==> src/rtl/core/rscf_pkg.sv <==
// ----------------------------------------------------------------------------
// rscf_pkg: shared types and constants of the remote switch frame sender
// Holds the sequencer mode type, the frame constants and the code tables
// that turn house, unit and command into the 16-bit command word.
// ----------------------------------------------------------------------------
package rscf_pkg;

  // Field widths of the input and result words.
  localparam int unsigned HouseW  = 4;
  localparam int unsigned UnitW   = 4;
  localparam int unsigned CmdW    = 2;
  localparam int unsigned GapW    = 12;
  localparam int unsigned FrameW  = 40;
  localparam int unsigned BitsW   = 6;
  localparam int unsigned InDataW  = 16;
  localparam int unsigned OutDataW = 8;

  // Frame framing bytes and timing defaults.
  localparam logic [7:0]       FrameHdr0  = 8'hD5;
  localparam logic [7:0]       FrameHdr1  = 8'hAA;
  localparam logic [7:0]       FrameFtr   = 8'hAD;
  localparam logic [BitsW-1:0] FrameBits  = 6'd40;
  localparam logic [GapW-1:0]  GapReset   = 12'd1000;
  localparam logic [1:0]       LeadStart  = 2'd1;

  // Command codes.
  localparam logic [CmdW-1:0] CmdOn     = 2'd0;
  localparam logic [CmdW-1:0] CmdOff    = 2'd1;
  localparam logic [CmdW-1:0] CmdBright = 2'd2;
  localparam logic [CmdW-1:0] CmdDim    = 2'd3;

  // Sequencer modes.
  typedef enum logic [1:0] {
    MODE_IDLE = 2'd0,
    MODE_LEAD = 2'd1,
    MODE_BITS = 2'd2,
    MODE_GAP  = 2'd3
  } mode_t;

  // House letter to the upper nibble of the command word.
  function automatic logic [15:0] house_code(input logic [HouseW-1:0] h);
    logic [15:0] c;
    case (h)
      4'd0:    c = 16'h6000;
      4'd1:    c = 16'h7000;
      4'd2:    c = 16'h4000;
      4'd3:    c = 16'h5000;
      4'd4:    c = 16'h8000;
      4'd5:    c = 16'h9000;
      4'd6:    c = 16'hA000;
      4'd7:    c = 16'hB000;
      4'd8:    c = 16'hE000;
      4'd9:    c = 16'hF000;
      4'd10:   c = 16'hC000;
      4'd11:   c = 16'hD000;
      4'd12:   c = 16'h0000;
      4'd13:   c = 16'h1000;
      4'd14:   c = 16'h2000;
      4'd15:   c = 16'h3000;
      default: c = 16'h0000;
    endcase
    return c;
  endfunction

  // Unit number to its scattered bits in the command word.
  function automatic logic [15:0] unit_code(input logic [UnitW-1:0] u);
    logic [15:0] c;
    case (u)
      4'd0:    c = 16'h0000;
      4'd1:    c = 16'h0010;
      4'd2:    c = 16'h0008;
      4'd3:    c = 16'h0018;
      4'd4:    c = 16'h0040;
      4'd5:    c = 16'h0050;
      4'd6:    c = 16'h0048;
      4'd7:    c = 16'h0058;
      4'd8:    c = 16'h0400;
      4'd9:    c = 16'h0410;
      4'd10:   c = 16'h0408;
      4'd11:   c = 16'h0418;
      4'd12:   c = 16'h0440;
      4'd13:   c = 16'h0450;
      4'd14:   c = 16'h0448;
      4'd15:   c = 16'h0458;
      default: c = 16'h0000;
    endcase
    return c;
  endfunction

  // Command to its bits in the command word.
  function automatic logic [15:0] cmd_code(input logic [CmdW-1:0] k);
    logic [15:0] c;
    case (k)
      CmdOn:     c = 16'h0000;
      CmdOff:    c = 16'h0020;
      CmdBright: c = 16'h0088;
      CmdDim:    c = 16'h0098;
      default:   c = 16'h0000;
    endcase
    return c;
  endfunction

  // Full command word; brighten and dim carry no unit bits.
  function automatic logic [15:0] make_word(input logic [HouseW-1:0] h,
                                            input logic [UnitW-1:0]  u,
                                            input logic [CmdW-1:0]   k);
    logic [15:0] w;
    w = house_code(h) | cmd_code(k);
    if (k == CmdOn || k == CmdOff) begin
      w = w | unit_code(u);
    end
    return w;
  endfunction

endpackage

==> src/rtl/core/remote_switch_command_frame_sender_core.sv <==
// ----------------------------------------------------------------------------
// remote_switch_command_frame_sender_core: two-wire command frame sender
// Each input word is one half-bit tick. On a start request while idle the
// command word is built and a 40-bit frame is sent on the RTS/DTR pair,
// followed by a programmable standby gap. One result word per tick.
//
//   Channel  Direction  Payload (low bit first)
//   in_      slave      start_req, house[3:0], unit[3:0], command[1:0]
//   out_     master     rts_line, dtr_line, busy_res, accepted
//   cfg_     write      gap_ticks[11:0]
//
// A new word can be accepted in every cycle while the skid register is empty.
// The sequencer registers and a two-entry result buffer (output register
// plus skid register) are the only storage on the path.
// in_tready drops only while the skid register is full, i.e. while two
// result words wait behind a stalled result side.
// Reset (synchronous, rst_n low) returns to idle with gap_ticks = 1000.
// ----------------------------------------------------------------------------
module remote_switch_command_frame_sender_core (
  input  logic                               clk,
  input  logic                               rst_n,
  // Input words.
  input  logic                               in_tvalid,
  output logic                               in_tready,
  // [0] start_req, [4:1] house, [8:5] unit, [10:9] command, [15:11] zero
  input  logic [rscf_pkg::InDataW-1:0]       in_tdata,
  // Result words.
  output logic                               out_tvalid,
  input  logic                               out_tready,
  // [0] rts_line, [1] dtr_line, [2] busy_res, [3] accepted, [7:4] zero
  output logic [rscf_pkg::OutDataW-1:0]      out_tdata,
  // Gap length register.
  input  logic                               cfg_wr_en,
  input  logic [rscf_pkg::GapW-1:0]          cfg_wr_data
);
  import rscf_pkg::*;

  // Sequencer state.
  mode_t              mode_r, mode_nxt;
  logic [FrameW-1:0]  frame_shift_r, frame_shift_nxt;
  logic [BitsW-1:0]   bits_left_r, bits_left_nxt;
  logic               half_phase_r, half_phase_nxt;
  logic [1:0]         lead_count_r, lead_count_nxt;
  logic [GapW-1:0]    gap_count_r, gap_count_nxt;
  logic [GapW-1:0]    gap_ticks_r;

  // Result buffer.
  logic                out_valid_r, out_valid_nxt;
  logic [OutDataW-1:0] out_data_r, out_data_nxt;
  logic                skid_valid_r, skid_valid_nxt;
  logic [OutDataW-1:0] skid_data_r, skid_data_nxt;

  // Unpacked input fields and the result of this tick.
  logic               in_accept;
  logic               start_req;
  logic [HouseW-1:0]  house;
  logic [UnitW-1:0]   unit;
  logic [CmdW-1:0]    command;
  logic               rts, dtr, busy, acc;
  logic [BitsW-1:0]   bits_dec;
  logic [15:0]        word;

  assign in_tready  = !skid_valid_r;
  assign in_accept  = in_tvalid && in_tready;
  assign start_req  = in_tdata[0];
  assign house      = in_tdata[4:1];
  assign unit       = in_tdata[8:5];
  assign command    = in_tdata[10:9];
  assign word       = make_word(house, unit, command);
  assign bits_dec   = bits_left_r - 1'b1;
  assign out_tvalid = out_valid_r;
  assign out_tdata  = out_data_r;

  // Tick sequencer: line levels and next state for the current word.
  always_comb begin
    rts             = 1'b1;
    dtr             = 1'b1;
    busy            = 1'b1;
    acc             = 1'b0;
    mode_nxt        = mode_r;
    frame_shift_nxt = frame_shift_r;
    bits_left_nxt   = bits_left_r;
    half_phase_nxt  = half_phase_r;
    lead_count_nxt  = lead_count_r;
    gap_count_nxt   = gap_count_r;
    case (mode_r)
      MODE_LEAD: begin
        lead_count_nxt = lead_count_r - 1'b1;
        if (lead_count_nxt == 2'd0) begin
          mode_nxt       = MODE_BITS;
          half_phase_nxt = 1'b0;
        end
      end
      MODE_BITS: begin
        if (bits_left_r == '0 || (half_phase_r && bits_dec == '0)) begin
          // End of frame: start the gap, or go idle on a zero gap.
          if (gap_ticks_r == '0) begin
            mode_nxt = MODE_IDLE;
          end else begin
            gap_count_nxt = gap_ticks_r;
            mode_nxt      = MODE_GAP;
          end
        end
        if (bits_left_r != '0) begin
          if (!half_phase_r) begin
            // Data half of the bit.
            rts            = frame_shift_r[FrameW-1];
            dtr            = !frame_shift_r[FrameW-1];
            half_phase_nxt = 1'b1;
          end else begin
            // Standby half, then move to the next bit.
            half_phase_nxt  = 1'b0;
            frame_shift_nxt = {frame_shift_r[FrameW-2:0], 1'b0};
            bits_left_nxt   = bits_dec;
          end
        end
      end
      MODE_GAP: begin
        gap_count_nxt = gap_count_r - 1'b1;
        if (gap_count_nxt == '0) begin
          mode_nxt = MODE_IDLE;
        end
      end
      default: begin
        mode_nxt = MODE_IDLE;
        if (start_req) begin
          frame_shift_nxt = {FrameHdr0, FrameHdr1, word, FrameFtr};
          bits_left_nxt   = FrameBits;
          half_phase_nxt  = 1'b0;
          lead_count_nxt  = LeadStart;
          mode_nxt        = MODE_LEAD;
          acc             = 1'b1;
        end else begin
          busy = 1'b0;
        end
      end
    endcase
  end

  // Result buffer: output register with a skid register behind it.
  always_comb begin
    out_valid_nxt  = out_valid_r;
    out_data_nxt   = out_data_r;
    skid_valid_nxt = skid_valid_r;
    skid_data_nxt  = skid_data_r;
    if (!out_valid_r || out_tready) begin
      if (skid_valid_r) begin
        out_valid_nxt  = 1'b1;
        out_data_nxt   = skid_data_r;
        skid_valid_nxt = 1'b0;
      end else begin
        out_valid_nxt = in_accept;
        out_data_nxt  = {4'b0000, acc, busy, dtr, rts};
      end
    end else if (in_accept) begin
      skid_valid_nxt = 1'b1;
      skid_data_nxt  = {4'b0000, acc, busy, dtr, rts};
    end
  end

  // Control and sequencer registers.
  always_ff @(posedge clk) begin
    if (!rst_n) begin
      mode_r        <= MODE_IDLE;
      frame_shift_r <= '0;
      bits_left_r   <= '0;
      half_phase_r  <= 1'b0;
      lead_count_r  <= '0;
      gap_count_r   <= '0;
      gap_ticks_r   <= GapReset;
      out_valid_r   <= 1'b0;
      skid_valid_r  <= 1'b0;
    end else begin
      if (in_accept) begin
        mode_r        <= mode_nxt;
        frame_shift_r <= frame_shift_nxt;
        bits_left_r   <= bits_left_nxt;
        half_phase_r  <= half_phase_nxt;
        lead_count_r  <= lead_count_nxt;
        gap_count_r   <= gap_count_nxt;
      end
      if (cfg_wr_en) begin
        gap_ticks_r <= cfg_wr_data;
      end
      out_valid_r  <= out_valid_nxt;
      skid_valid_r <= skid_valid_nxt;
    end
  end

  // Result payload registers.
  always_ff @(posedge clk) begin
    out_data_r  <= out_data_nxt;
    skid_data_r <= skid_data_nxt;
  end

`ifndef SYNTHESIS
  // The skid register only fills behind a held output word.
  a_skid_behind_out: assert property (@(posedge clk) disable iff (!rst_n)
    skid_valid_r |-> out_valid_r)
    else $error("skid register full while output register empty");

  // A shown word never drives both lines low.
  a_lines_never_both_low: assert property (@(posedge clk) disable iff (!rst_n)
    out_valid_r |-> (out_data_r[0] || out_data_r[1]))
    else $error("RTS and DTR both low");

  // An accepted request is always reported as busy.
  a_accept_is_busy: assert property (@(posedge clk) disable iff (!rst_n)
    (out_valid_r && out_data_r[3]) |-> out_data_r[2])
    else $error("accepted word without busy");

  // A start request taken while idle enters the lead phase.
  a_start_to_lead: assert property (@(posedge clk) disable iff (!rst_n)
    (in_accept && mode_r == MODE_IDLE && start_req) |=> mode_r == MODE_LEAD)
    else $error("start request did not enter lead phase");

  // The bit counter is never empty while bits are being sent.
  a_bits_nonzero: assert property (@(posedge clk) disable iff (!rst_n)
    (mode_r == MODE_BITS) |-> (bits_left_r != '0))
    else $error("bit counter empty in bit phase");
`endif

endmodule
==> config.mk <==
export PLATFORM = sky130hd
export DESIGN_NAME = remote_switch_command_frame_sender_core
export DESIGN_NICKNAME = d
export VERILOG_FILES = /design/src/rtl/core/rscf_pkg.sv /design/src/rtl/core/remote_switch_command_frame_sender_core.sv
export SDC_FILE = /design/constraint.sdc
export NUM_CORES = 1
export LEC_CHECK = 0
export BUFFER_PORTS_ARGS = -buffer_cell sky130_fd_sc_hd__buf_2
export CORE_MARGIN = 2
export CORE_UTILIZATION = 25
export CTS_CLUSTER_DIAMETER = 60
export DETAILED_ROUTE_END_ITERATION = 7
export GPL_TIMING_DRIVEN = 0
export PLACE_DENSITY_LB_ADDON = 0.25
export SETUP_SLACK_MARGIN = 0.05
export SYNTH_ARGS = -nofsm -noshare
export SYNTH_HDL_FRONTEND = slang
export SYNTH_SLANG_ARGS = --single-unit
export TNS_END_PERCENT = 20
==> constraint.sdc <==
create_clock -name clk -period 5.89 [get_ports clk]
set_input_delay 0 -clock clk [delete_from_list [all_inputs] [get_ports clk]]
set_output_delay 0 -clock clk [all_outputs]
set_load 0.01 [all_outputs]
=== Word level (Yosys, flattened, before mapping) ===
Memory sizes are Yosys's and may differ from the RTL's.
Index checks and enable logic that the tools add are counted.

* Memory bits (read-only): 128
* Word-level logic and storage cells: 102
* Output and inout port bits: 10
* Flip-flop bits (word level): 85
* Memories kept: 2

{| class="wikitable"
|+ Memory list
! memory !! words !! bits a word !! read ports !! clocked after Yosys merged registers in !! wr ports !! RTL line !! text
|-
| (no name shown) || 16 || 4 || 1 || 0 || 0 || rscf_pkg.sv:43 || <nowiki>case (h)</nowiki>
|-
| (no name shown) || 16 || 4 || 1 || 0 || 0 || rscf_pkg.sv:68 || <nowiki>case (u)</nowiki>
|}

* Bitwise operators: 7
* Add/sub/neg operators: 3
* Reduce and logical (&&, ||, !) cells: 29
* Mux-type cells: 38
* Equality and inequality tests: 12

{| class="wikitable"
|+ Operator list
! kind !! count
|-
| $mux 40 || 3
|-
| $pmux 40 s2 || 1
|-
| $pmux 16 s4 || 1
|-
| $mux 16 || 2
|-
| $or 16x16->16 || 2
|-
| $logic_not 12->1 || 2
|-
| $mux 12 || 2
|-
| $pmux 12 s2 || 1
|-
| $mux 6 || 3
|-
| $mux 1 || 15
|-
| $logic_not 6->1 || 2
|-
| $ne 2x2->1 const B || 6
|-
| $pmux 6 s2 || 1
|-
| $sub 12x1->12 const B || 1
|-
| $mux 2 || 5
|-
| $reduce_and 5->1 || 2
|-
| $eq 2x2->1 const B || 4
|-
| $reduce_and 4->1 || 2
|-
| $pmux 2 s3 || 1
|-
| $reduce_bool 2->1 || 3
|-
| $reduce_bool 6->1 || 1
|-
| $reduce_or 2->1 || 3
|-
| $sub 6x1->6 const B || 1
|-
| $not 1->1 || 5
|-
| other kinds (13) || 20
|}

=== Logic depth before layout (Yosys ltp) ===
Gate-level depths: netlist of run 1.

* Depth in word-level cells: 7
* Gate-level depth with buffers: 9

=== Worst setup path after synthesis of run 1 ===
No wires, ideal clock.

* Kind: register to register
* Start: reg gap_count_r[0]
* End: reg mode_r[0]
* Required time: 5768 ps
* Setup time: 122 ps
* Setup slack: 3449 ps
* Arrival: 2319 ps
* Cell stages (with the launch flop): 9
* Path through: dfxtp_1 > inv_1 > ha_1 > or4b_4 > nor2_1 > xnor2_1 > nand4_1 > o41a_1 > o311a_1

* Cells in the longest elaborated chain, start to end: 4

{| class="wikitable"
|+ RTL lines
! what !! RTL line !! text
|-
| start, declared || remote_switch_command_frame_sender_core.sv:44 || <nowiki>logic [GapW-1:0] gap_count_r, gap_count_nxt;</nowiki>
|-
| start signal, assigned || remote_switch_command_frame_sender_core.sv:180 || <nowiki>gap_count_r <= gap_count_nxt;</nowiki>
|-
| $sub 12x1->12 || remote_switch_command_frame_sender_core.sv:119 || <nowiki>gap_count_nxt = gap_count_r - 1'b1;</nowiki>
|-
| $logic_not 12->1 || remote_switch_command_frame_sender_core.sv:120 || <nowiki>if (gap_count_nxt == '0) begin</nowiki>
|-
| $ne 2x2->1 (no line) || - ||
|-
| $reduce_and 4->1 (no line) || - ||
|-
| end signal, assigned || remote_switch_command_frame_sender_core.sv:175 || <nowiki>mode_r <= mode_nxt;</nowiki>
|-
| end, declared || remote_switch_command_frame_sender_core.sv:39 || <nowiki>mode_t mode_r, mode_nxt;</nowiki>
|}

Every way passes these cells.
A chain may end at the register's enable or synchronous reset.

=== Final worst setup path of run 1 ===
Ends and elaborated chain as after synthesis.

==> flow_summary.rst, run 1 <==
.. list-table::
   :header-rows: 1

   * - Metric
     - Value
   * - Final hold violation count
     - 0
   * - Half-perimeter wire length after detailed placement
     - between 7 and 8 mm
   * - Std cell rows
     - 46
   * - Endpoints failing setup
     - 0
   * - Number of global-route vias before repair
     - 3582
   * - CP max stage delay
     - around 530 ps
   * - Top-area cell type share of the netlist area
     - approximately 39%
   * - Fraction of final layout cells sized beyond drive strength 1
     - between 10% and 20%
   * - Max_cap viols
     - 0
   * - Capture point of the worst reg-to-reg path
     - mode_r[0]
   * - Clock slew at reported path FFs
     - around 60 ps
   * - Quantity of gates resized following cts
     - 0
   * - Worst rel slew slack
     - a little under half
   * - Net count, final
     - 589
   * - 1st-iter DRT viols
     - between 200 and 250
   * - Clock sink total
     - 85
   * - Layout Skew
     - 7.87 ps
   * - Total power draw
     - roughly 1.4 mW
   * - Global-route wire length before repair
     - 18.2 mm
   * - Kind of end point of the critical path
     - register
   * - CP delay by family, top
     - simple AND/OR/NAND/NOR gates
   * - Deepest level of the CTS H-tree
     - 3
   * - Outcome
     - completed
   * - Cells traversed along the worst timing path
     - inv_1 > ha_1 > or4b_4 > nor2_1 > xnor2_1 > nand4_1 > o41a_1 > o311a_1
   * - Asr flop ratio synth
     - 0%
   * - Power density over cell area
     - approximately 280 nW/um^2
   * - CTS tree
     - yes
   * - Cell area after technology mapping
     - 4000 um^2
   * - Pin count of the biggest net entering global routing
     - 14
   * - Reg-to-reg setup timing slack
     - 3120 ps
   * - Destination of the worst hold path
     - gap_ticks_r[7]
   * - Seq/Total Area, Yosys
     - between 40% and 50%
   * - Final Cycle Share
     - 47.1%
   * - Number of buffers created by CTS
     - 9
   * - Largest fanout on the critical path
     - 6
   * - Count of port buffers added during placement
     - 32
   * - Width of the die
     - between 100 and 150 um
   * - Global routing usage summed across all routing layers
     - a little over an eighth
   * - IO Count
     - 43
   * - Number of synthesis warnings
     - 0
   * - Crit. Startpoint
     - gap_count_r[0]
   * - Required time reported for the critical path endpoint
     - roughly 6100 ps
   * - Vias
     - 3632
   * - Number of cells on the worst hold path
     - 2
   * - Top achievable clock speed
     - between 300 and 400 MHz
   * - Worst supply voltage drop on vdd
     - 130 uV
   * - Most instantiated cells after synthesis
     - 77 x dfxtp_1, 62 x nor2_1, 48 x nand2_1
   * - Area growth, synth to finish
     - 22.5%
   * - Most area-consuming cells after synthesis
     - dfxtp_1 39%, edfxtp_1 6.0%, nor2_1 5.8%
   * - Number of synthesized flops with an enable pin
     - 8
   * - Total negative slack
     - 0 ps
   * - Initial core utilization
     - 25.4%
   * - Top_reg_cell synth
     - dfxtp_1
   * - Syn Inst Count
     - between 400 and 500
   * - Initial antenna violation count
     - 0
   * - Buffers & Inverters on Critical Path
     - 1
   * - Critical setup path kind
     - reg -> reg
   * - Pins Over Slew Limit
     - 0
   * - Count of unique library cells instantiated by Yosys
     - 57
   * - Number of vias per cell
     - 4.72
   * - Dominant cell by count in the synthesized netlist
     - dfxtp_1
   * - WP data arrival
     - between 3000 and 4000 ps
   * - Reg2Reg Depth
     - 8
   * - Total overflow reported by the global router
     - 0
   * - Leakage
     - 1.75 nW
   * - Synthesized area per cell
     - 8.25 um^2
   * - GPL Wtd Cong
     - about 0.88
   * - Bufs on Longest Clock Path
     - 2
   * - Sum of routed wire length over all layers
     - 10.8 mm
   * - Clk Latency, worst-skew pair
     - 340 ps
   * - Worst Max-Slew Pin Slew
     - around 780 ps
   * - Hold/Removal Path Class
     - in -> reg
   * - Most area-hungry cell type in the Yosys netlist
     - dfxtp_1
   * - RSZ-0062 raised after global routing
     - no
   * - Core Area
     - about 16000 um^2
   * - Overall die area
     - 17000 um^2
   * - Post-synthesis register bit count
     - 85
   * - Crit path launch type
     - register
   * - Number of standard cells in the layout, taps in and fillers out
     - ~770
   * - Number of antenna-violating nets in the routed design
     - 0
   * - Reg-to-reg critical path startpoint
     - gap_count_r[0]
   * - Cell at the slowest stage of the critical path
     - or4b_4
   * - Start point of the worst hold path
     - rst_n
   * - Shortest clock period the worst path allows after layout
     - approximately 2800 ps
   * - Overall die height
     - 131 um
   * - Clock root buffer
     - clkbuf_16
   * - Placed insts
     - approximately 740
   * - Number of antenna repair diodes
     - 0
   * - Post-Route Utilization
     - between 30% and 40%
   * - Wire per inst
     - around 14 um
   * - Post-route DRC
     - 0
   * - Drt first pass iters
     - 4
kinds of logic (layout without fill, tap and decap cells):
kind of cell / Yosys count / in the layout / synth area share, %
compound gates: 99 / 99 / 15.2
simple gates: 212 / 212 / 25.7
buf+inv: 54 / 119 / 5.66
fa+ha+maj: 8 / 8 / 2.50
mux: 18 / 18 / 4.60
flops: 85 / 85 / 44.5
xor+xnor: 8 / 8 / 1.75
other cells: 1 / 4 / 0.0937
what timing repair did:
item / in CTS / in global routing
setup buffers: 0 / 0
setup endpoints to repair: 0 / 0
hold endpoints to repair: 16 / 0
hold buffers: 17 / 0
report_power, final:
group | internal, mW | leakage, nW | total [mW] | switching [mW]
Clock | 0.324 | 0.134 | 0.553 | 0.229
Combinational | 0.0798 | 0.923 | 0.203 | 0.123
Sequential | 0.614 | 0.696 | 0.635 | 0.0209
Total | 1.02 | 1.75 | 1.39 | 0.373
sequential cells by signal, indices dropped and copies added (netlist names):
register and cells:
gap_count_r 12, skid_data_r 4, out_tdata 4, frame_shift_r 40, half_phase_r 1, mode_r 2
bits_left_r 6, out_tvalid 1, skid_valid_r 1, gap_ticks_r 12, lead_count_r 2
worst register-to-register path: stages (launching register included):
cell and delay, ps:
dfxtp_1 360, inv_1 90, ha_1 290, or4b_4 530, nor2_1 310, xnor2_1 180, nand4_1 170, o41a_1 410
o311a_1 330
worst max-delay path by stage:
stage / end / cells after the start / slack [ps]
2_1_floorplan: mode_r[0] / 8 / 3450
3_3_place_gp: mode_r[0] / 8 / 3150
5_1_grt: mode_r[0] / 8 / 2950
6_report: mode_r[0] / 8 / 3120
4_1_cts: mode_r[0] / 8 / 3130
3_5_place_dp: mode_r[0] / 8 / 3150
per-stage QoR:
step                hold slack [ps]  instance area, um^2  setup WS (ps)
finish                         26.3                 4900           3120
global route                   65.2                 4900           2950
CTS                            30.7                 4900           3130
detailed placement              220                 4440           3150
global placement                217                 4440           3150
floorplan                       129                 4010           3450
layer usage:
metal	vias up	routed length (um)	global-route usage (%)
met5	-	0	0
met2	66	4920	21.0
met3	14	375	2.24
met1	1728	5220	18.5
li1	1824	-	-
met4	0	257	6.32
area by class of cell:
class,instances,area [um^2]
fill,1741,10900
multi-input combinational,349,2010
sequential,85,1780
timing repair buffer,49,330
clock buffer,14,275
tap,216,270
buffer,37,163
inverter,17,63.8
clock inverter,2,15.0
layout by cell type, fill, tap and decap left out, types with 3 or more instances in the layout:
cell type / count
ha_1: 8
a22oi_1: 4
a311oi_1: 5
nor4_1: 7
mux2_2: 3
conb_1: 4
nand2b_1: 8
o21ai_0: 20
buf_2: 33
clkbuf_1: 33
mux2i_1: 15
a21oi_1: 42
nor3_1: 38
edfxtp_1: 8
nor3b_1: 5
clkbuf_16: 10
or3_1: 3
inv_1: 16
buf_4: 4
nand3_1: 19
dlygate4sd3_1: 17
and3_1: 3
xnor2_1: 6
nand2_1: 48
a211oi_1: 8
nor2_1: 62
dfxtp_1: 77
Note: power is estimated with default switching activity, not from simulation.
==> run 2, diff against run 1 <==
==> constraint.sdc (replaced) <==
create_clock -name clk -period 2.65 [get_ports clk]
set_input_delay 0 -clock clk [delete_from_list [all_inputs] [get_ports clk]]
set_output_delay 0 -clock clk [all_outputs]
set_load 0.01 [all_outputs]
==> run 2 against run 1 <==
Effect of this change: non-clock buffer count unchanged; highest routed layer unchanged; utilization is 0.19 points higher; critical endpoint unchanged; hold slack improved by 4.9 ps; critical path depth stayed put; clock power up 120%; sequential power grew 120%; flip-flop and latch count is the same.
==> flow_summary.rst, run 2 (synthesis gave the netlist of run 1 again) <==
.. list-table::
   :header-rows: 1

   * - Metric
     - Value
   * - Outcome
     - completed
   * - Filler Cells Inserted
     - 1745 (+0.23%)
   * - WP data arrival
     - 2720 ps (-290 ps)
   * - Capture point of the worst reg-to-reg path
     - mode_r[0]
   * - Number of vias per cell
     - 4.73 (+0.17%)
   * - Wire per inst
     - 14.1 um (+0.64%)
   * - Capture point of the worst path
     - mode_r[0]
   * - Fraction of final layout cells sized beyond drive strength 1
     - 12.3% (+1.1 points)
   * - Critical setup path kind
     - reg -> reg
   * - Number of antenna-violating nets in the routed design
     - 0 (unchanged)
   * - Reg-to-reg critical path startpoint
     - gap_count_r[1]
   * - Final Cycle Share
     - 94.0% (+47 points)
   * - Reg-to-reg setup timing slack
     - 160 ps (-2960 ps)
   * - GPL Wtd Cong
     - 0.878 (unchanged)
   * - Register bank with the most flops
     - frame_shift_r
   * - Net count, final
     - 589 (unchanged)
   * - CP max stage delay
     - 520 ps (about the same)
   * - Leakage
     - 1.77 nW (+0.95%)
   * - Crit. Startpoint
     - gap_count_r[1]
   * - Sum of routed wire length over all layers
     - 10.8 mm (+0.64%)
   * - Kind of end point of the critical path
     - register
   * - Half-perimeter wire length after detailed placement
     - 7.48 mm (unchanged)
   * - Area after DPL
     - 4440 um^2 (unchanged)
   * - Worst supply voltage drop on vdd
     - 290 uV (+120%)
   * - Core Area
     - 15800 um^2 (unchanged)
   * - Drt first pass iters
     - 4 (unchanged)
   * - Bufs on Longest Clock Path
     - 2 (unchanged)
   * - Total power draw
     - 3.11 mW (+120%)
   * - Biggest registers after layout
     - frame_shift_r x40, gap_count_r x12, gap_ticks_r x12
   * - Setup Fix Bufs, Post-CTS
     - 0 (unchanged)
   * - Worst rel slew slack
     - 48.4% (+0.37 points)
   * - Shortest clock period the worst path allows after layout
     - 2490 ps (-284 ps)
   * - Width of the die
     - 131 um (unchanged)
   * - Number of antenna repair diodes
     - 0 (unchanged)
   * - Vias
     - 3638 (+0.17%)
   * - Total overflow reported by the global router
     - 0 (unchanged)
   * - Clock sink total
     - 85 (unchanged)
   * - Number of global-route vias before repair
     - 3580 (-0.056%)
   * - Initial antenna violation count
     - 0 (unchanged)
   * - Clock root buffer
     - clkbuf_16
   * - Number of buffers created by CTS
     - 9 (unchanged)
   * - Crit path launch type
     - register
   * - Reg2Reg Depth
     - 8 (unchanged)
   * - Deepest level of the CTS H-tree
     - 3 (unchanged)
   * - Cell at the slowest stage of the critical path
     - or4b_4
   * - IO Count
     - 43 (unchanged)
   * - Largest fanout on the critical path
     - 6 (unchanged)
   * - Std cell rows
     - 46 (unchanged)
   * - Top achievable clock speed
     - 402 MHz (+11%)
   * - Top library cells by usage in the layout, fill and taps aside
     - 77 x dfxtp_1, 61 x nor2_1, 48 x nand2_1, 42 x a21oi_1, 38 x nor3_1
   * - Area growth, synth to finish
     - 23.3%
   * - Hold/Removal Path Class
     - in -> reg
   * - Max_cap viols
     - 0 (unchanged)
   * - Layout Skew
     - 9.18 ps (+1.30 ps)
   * - Pins Over Slew Limit
     - 0 (unchanged)
   * - Pin count of the biggest net entering global routing
     - 14 (unchanged)
   * - CTS tree
     - yes
   * - Post-route DRC
     - 0 (unchanged)
   * - Required time reported for the critical path endpoint
     - 2880 ps (-3240 ps)
   * - Initial core utilization
     - 25.4% (unchanged)
   * - Worst Max-Slew Pin Slew
     - 770 ps (-5.52 ps)
   * - Start point of the worst hold path
     - rst_n
   * - Clock slew at reported path FFs
     - 60 ps (about the same)
   * - Cells traversed along the worst timing path
     - inv_1 > ha_4 > or4b_4 > nor2_4 > xnor2_1 > nand4_1 > o41a_1 > o311a_1
   * - Flip-flop count of the largest register after layout
     - 40 (unchanged)
   * - Global-route wire length before repair
     - 18.1 mm (about the same)
   * - Power density over cell area
     - 630 nW/um^2 (+120%)
   * - Endpoints failing setup
     - 0 (unchanged)
   * - Overall die area
     - 17000 um^2 (unchanged)
   * - Global routing usage summed across all routing layers
     - 13.6% (about the same)
   * - RSZ-0062 raised after global routing
     - yes
   * - Most common library cell in the layout ignoring fill and taps
     - dfxtp_1
   * - Overall die height
     - 131 um (unchanged)
   * - Count of port buffers added during placement
     - 32 (unchanged)
   * - Clk Latency, worst-skew pair
     - 340 ps (about the same)
   * - 1st-iter DRT viols
     - 221 (+3.3%)
   * - Finished layout cell area
     - 4930 um^2 (+0.61%)
   * - Final hold violation count
     - 0 (unchanged)
-- run 2: worst min path at each step --
stage | end | slack (ps) | cells after the start
after detailed placement | gap_ticks_r[7] | 220 | 3
after floorplan | gap_ticks_r[3] | 130 | 2
after global routing | gap_ticks_r[8] | 70 | 2
after global placement | gap_ticks_r[6] | 220 | 3
after CTS | gap_ticks_r[3] | 30 | 2
final | gap_ticks_r[7] | 30 | 2
-- run 2: repair_timing --
action / in CTS / in global routing
pin swaps: 0 / 2
hold buffers: 17 / 0
gates cloned: 0 / 0
resized for setup: 3 / 9
setup endpoints to repair: 1 / 39
endpoints found under the hold margin: 16 / 0
-- run 2: metrics by stage --
stage	worst slack [ps]	setup TNS (ps)	utilization, %	hold slack, ps	cells
floorplan	209	0	-	129	488
global placement	-85.1	-85.1	28.2	217	736
detailed placement	-87.0	-87.0	28.2	220	736
CTS	86.4	0	31.2	30.7	769
global route	25.5	0	31.3	65.2	769
finish	160	0	31.3	31.2	769
-- run 2: power breakdown --
| group | switching, mW | internal, mW |
|---|---|---|
| combinational | 0.278 | 0.183 |
| clock | 0.514 | 0.720 |
| sequential | 0.0469 | 1.36 |
-- run 2: worst max-delay path: cells and delay by family (launching register included) --
family,cells,cell delay [ps]
and+or+nand+nor,3,840
AOI/OAI and AO/OA,2,740
DFF,1,340
adders and majority gates,1,180
xor gates and xnor gates,1,150
buffers and inverters,1,120
-- run 2: area by class of cell --
| type | count | area [um^2] | share of cell area (%) |
|---|---|---|---|
| inverter | 17 | 63.8 | 1.29 |
| clock inverter | 2 | 15.0 | 0.304 |
| multi-input combinational | 349 | 2030 | 41.2 |
| clock buffer | 14 | 275 | 5.58 |
| tap | 216 | 270 | 5.48 |
| sequential | 85 | 1780 | 36.1 |
| timing repair buffer | 49 | 330 | 6.69 |
| buffer | 37 | 166 | 3.37 |
-- run 2: routing by layer --
metal  routed length, um  share of wire [%]  track usage (%)
met1                5210                 48             18.5
met2                4940                 46             21.0
met3                 434                4.0             2.24
met4                 257                2.4             6.32
met5                   0                  0                0
==> run 3, diff against run 2 <==
--- a/config.mk
+++ b/config.mk
@@ -5,7 +5,7 @@
 export SDC_FILE = /design/constraint.sdc
 export NUM_CORES = 1
 export LEC_CHECK = 0
-export BUFFER_PORTS_ARGS = -buffer_cell sky130_fd_sc_hd__buf_2
+export BUFFER_PORTS_ARGS = -buffer_cell sky130_fd_sc_hd__clkbuf_2
 export CORE_MARGIN = 2
 export CORE_UTILIZATION = 25
 export CTS_CLUSTER_DIAMETER = 60
==> run 3 against run 2 <==
Effect of this change: die area unchanged; first-iteration DRC count grew 37%; total power is 2.2% higher; clock power rose by 6%; register-to-register slack is essentially flat; flip-flop and latch count stayed put; hold slack improved by 7.4 ps; non-clock buffer count unchanged; sequential share of layout area fell by 0.091 points; combinational power is 0.9% higher.
==> flow_summary.rst, run 3 (synthesis gave the netlist of run 1 again) <==
.. list-table::
   :header-rows: 1

   * - Metric
     - Value
   * - Hold/Removal Path Class
     - in -> reg
   * - Flip-flop count of the largest register after layout
     - 40 (unchanged)
   * - Sum of routed wire length over all layers
     - 10.9 mm (+0.30%)
   * - Core Area
     - 15800 um^2 (unchanged)
   * - Portion of total power attributed to sequential cells
     - 44.4% (-1.0 points)
   * - Kind of end point of the critical path
     - register
   * - Net count, final
     - 589 (unchanged)
   * - Clock root buffer
     - clkbuf_16
   * - Shortest clock period the worst path allows after layout
     - 2480 ps (-13.9 ps)
   * - Half-perimeter wire length after detailed placement
     - 7.59 mm (+1.5%)
   * - Pin count of the biggest net entering global routing
     - 15 (+1)
   * - Number of global-route vias before repair
     - 3549 (-0.87%)
   * - Top achievable clock speed
     - 404 MHz (+0.56%)
   * - Number of antenna-violating nets in the routed design
     - 0 (unchanged)
   * - Post-Place Worst Slack
     - -71.1 ps (+15.9 ps)
   * - Clock sink total
     - 85 (unchanged)
   * - Worst Max-Slew Pin Slew
     - 684 ps (-85.6 ps)
   * - Cell-internal power
     - 2.31 mW (+1.8%)
   * - Number of vias per cell
     - 4.79 (+1.2%)
   * - Overall die area
     - 17000 um^2 (unchanged)
   * - Portion of total power attributed to the clock network
     - 40.9% (+1.2 points)
   * - Drt first pass iters
     - 5 (+1)
   * - Number of standard cells in the layout, taps in and fillers out
     - 769 (unchanged)
   * - Final Cycle Share
     - 93.4% (-0.52 points)
   * - Filler Cells Inserted
     - 1700 (-2.6%)
   * - Switching part of the total power
     - 27.3% (+0.23 points)
   * - Register bank with the most flops
     - frame_shift_r
   * - Clock slew at reported path FFs
     - 60 ps (about the same)
   * - Most common library cell in the layout ignoring fill and taps
     - dfxtp_1
   * - Count of port buffers added during placement
     - 32 (unchanged)
   * - Critical setup path kind
     - reg -> reg
   * - Worst rel slew slack
     - 54.4% (+6.1 points)
   * - Worst supply voltage drop on vdd
     - 328 uV (+13%)
   * - Overall die height
     - 131 um (unchanged)
   * - Global-route wire length before repair
     - 18.0 mm (-0.72%)
   * - Total overflow reported by the global router
     - 0 (unchanged)
   * - Biggest registers after layout
     - frame_shift_r x40, gap_count_r x12, gap_ticks_r x12
   * - Largest fanout on the critical path
     - 6 (unchanged)
   * - Required time reported for the critical path endpoint
     - 2890 ps (about the same)
   * - Placed insts
     - 736 (unchanged)
   * - Endpoints failing setup
     - 0 (unchanged)
   * - Final worst-path setup slack
     - 174 ps (+13.9 ps)
   * - Area growth, synth to finish
     - 23.6%
   * - Clk Latency, worst-skew pair
     - 350 ps (about the same)
   * - Layout Skew
     - 8.01 ps (-1.16 ps)
   * - GPL Wtd Cong
     - 0.875 (-0.42%)
   * - Top library cells by usage in the layout, fill and taps aside
     - 77 x dfxtp_1, 61 x nor2_1, 48 x nand2_1, 42 x a21oi_1, 38 x nor3_1
   * - Crit path launch type
     - register
   * - Leakage
     - 1.80 nW (+1.5%)
   * - Bufs on Longest Clock Path
     - 2 (unchanged)
   * - Initial antenna violation count
     - 0 (unchanged)
   * - Pins Over Slew Limit
     - 0 (unchanged)
   * - Number of buffers created by CTS
     - 9 (unchanged)
   * - Post-Route Utilization
     - 31.4% (+0.079 points)
   * - 1st-iter DRT viols
     - 303 (+37%)
   * - Outcome
     - completed
   * - Max_cap viols
     - 0 (unchanged)
   * - Deepest level of the CTS H-tree
     - 3 (unchanged)
   * - Std cell rows
     - 46 (unchanged)
   * - Initial core utilization
     - 25.4% (unchanged)
   * - Net load switching power
     - 0.865 mW (+3.1%)
   * - Vias
     - 3680 (+1.2%)
   * - Fraction of final layout cells sized beyond drive strength 1
     - 13.0% (+0.72 points)
   * - IO Count
     - 43 (unchanged)
   * - Wire per inst
     - 14.1 um (+0.30%)
   * - Global routing usage summed across all routing layers
     - 13.6% (about the same)
   * - Power density over cell area
     - 642 nW/um^2 (+1.9%)
   * - CTS tree
     - yes
   * - WP data arrival
     - 2710 ps (about the same)
   * - Number of antenna repair diodes
     - 0 (unchanged)
   * - Final hold violation count
     - 0 (unchanged)
   * - Post-route DRC
     - 0 (unchanged)
   * - Combinational cell fraction of total power
     - 14.6% (-0.2 points)
   * - Width of the die
     - 131 um (unchanged)
   * - RSZ-0062 raised after global routing
     - no
-- run 3: cell count changes in the layout (fill, tap and decap cells not counted), sizes merged --
cell and delta:
buf -31, bufinv +1, clkbuf +28, clkinv +3, clkinvlp -2, inv +1
-- run 3: area by class of cell --
| cell class | instances | area, um^2 | area share, % |
|---|---|---|---|
| Buffer | 36 | 163 | 3.29 |
| Tap cell | 216 | 270 | 5.46 |
| Clock buffer | 11 | 243 | 4.91 |
| Sequential cell | 85 | 1780 | 36.0 |
| Inverter | 17 | 63.8 | 1.29 |
| Timing Repair Buffer | 50 | 338 | 6.83 |
| Multi-Input combinational cell | 349 | 2030 | 41.0 |
| Clock inverter | 5 | 58.8 | 1.19 |
-- run 3: worst paths after layout --
check / start / to / slack (ps) / depth (start not counted)
setup / recovery: gap_count_r[1] / mode_r[0] / 170 / 8
hold / removal: rst_n / gap_ticks_r[7] / 40 / 2
setup reg to reg: gap_count_r[1] / mode_r[0] / 170 / 8
hold reg to reg: frame_shift_r[16] / frame_shift_r[16] / 450 / 2
-- run 3: metal layers --
layer / wire length (um) / share of wire [%] / track usage (%) / vias up
met5: 0 / 0 / 0 / -
met4: 140 / 1.3 / 5.07 / 0
met3: 474 / 4.4 / 3.09 / 11
met2: 5100 / 47 / 21.9 / 86
met1: 5160 / 47 / 17.8 / 1749
li1: - / - / - / 1834
-- run 3: power groups by stage --
stage / clock network [mW] / registers [mW] / logic [mW]
2_1_floorplan: 0 / 1.43 / 0.303
3_3_place_gp: 0 / 1.44 / 0.425
3_5_place_dp: 0 / 1.44 / 0.431
4_1_cts: 1.33 / 1.41 / 0.460
5_1_grt: 1.37 / 1.42 / 0.520
6_report: 1.30 / 1.41 / 0.465
-- run 3: metrics by stage --
stage	setup TNS (ps)	cell area [um^2]	hold slack [ps]	total power, mW
6_report	0	4950	38.6	3.17
5_1_grt	0	4950	66.9	3.31
3_3_place_gp	-85.4	4440	218	1.86
2_1_floorplan	0	4010	129	1.73
3_5_place_dp	-71.1	4440	220	1.87
4_1_cts	0	4930	37.3	3.20
-- run 3: repair_timing --
item / CTS / global route
endpoints found under the hold margin: 16 / 0
resized for setup: 3 / 9
pin swaps: 0 / 2
setup buffers: 0 / 1
setup endpoints to repair: 1 / 43
cloned: 0 / 0
hold buffers: 17 / 0
-- run 3: worst max-delay path: stages (launching register included) --
cell and delay, ps:
dfxtp_1 340, inv_1 120, ha_4 180, or4b_4 510
nor3_2 160, a41o_1 200, a22oi_1 90, o41a_1 450
o311a_1 330
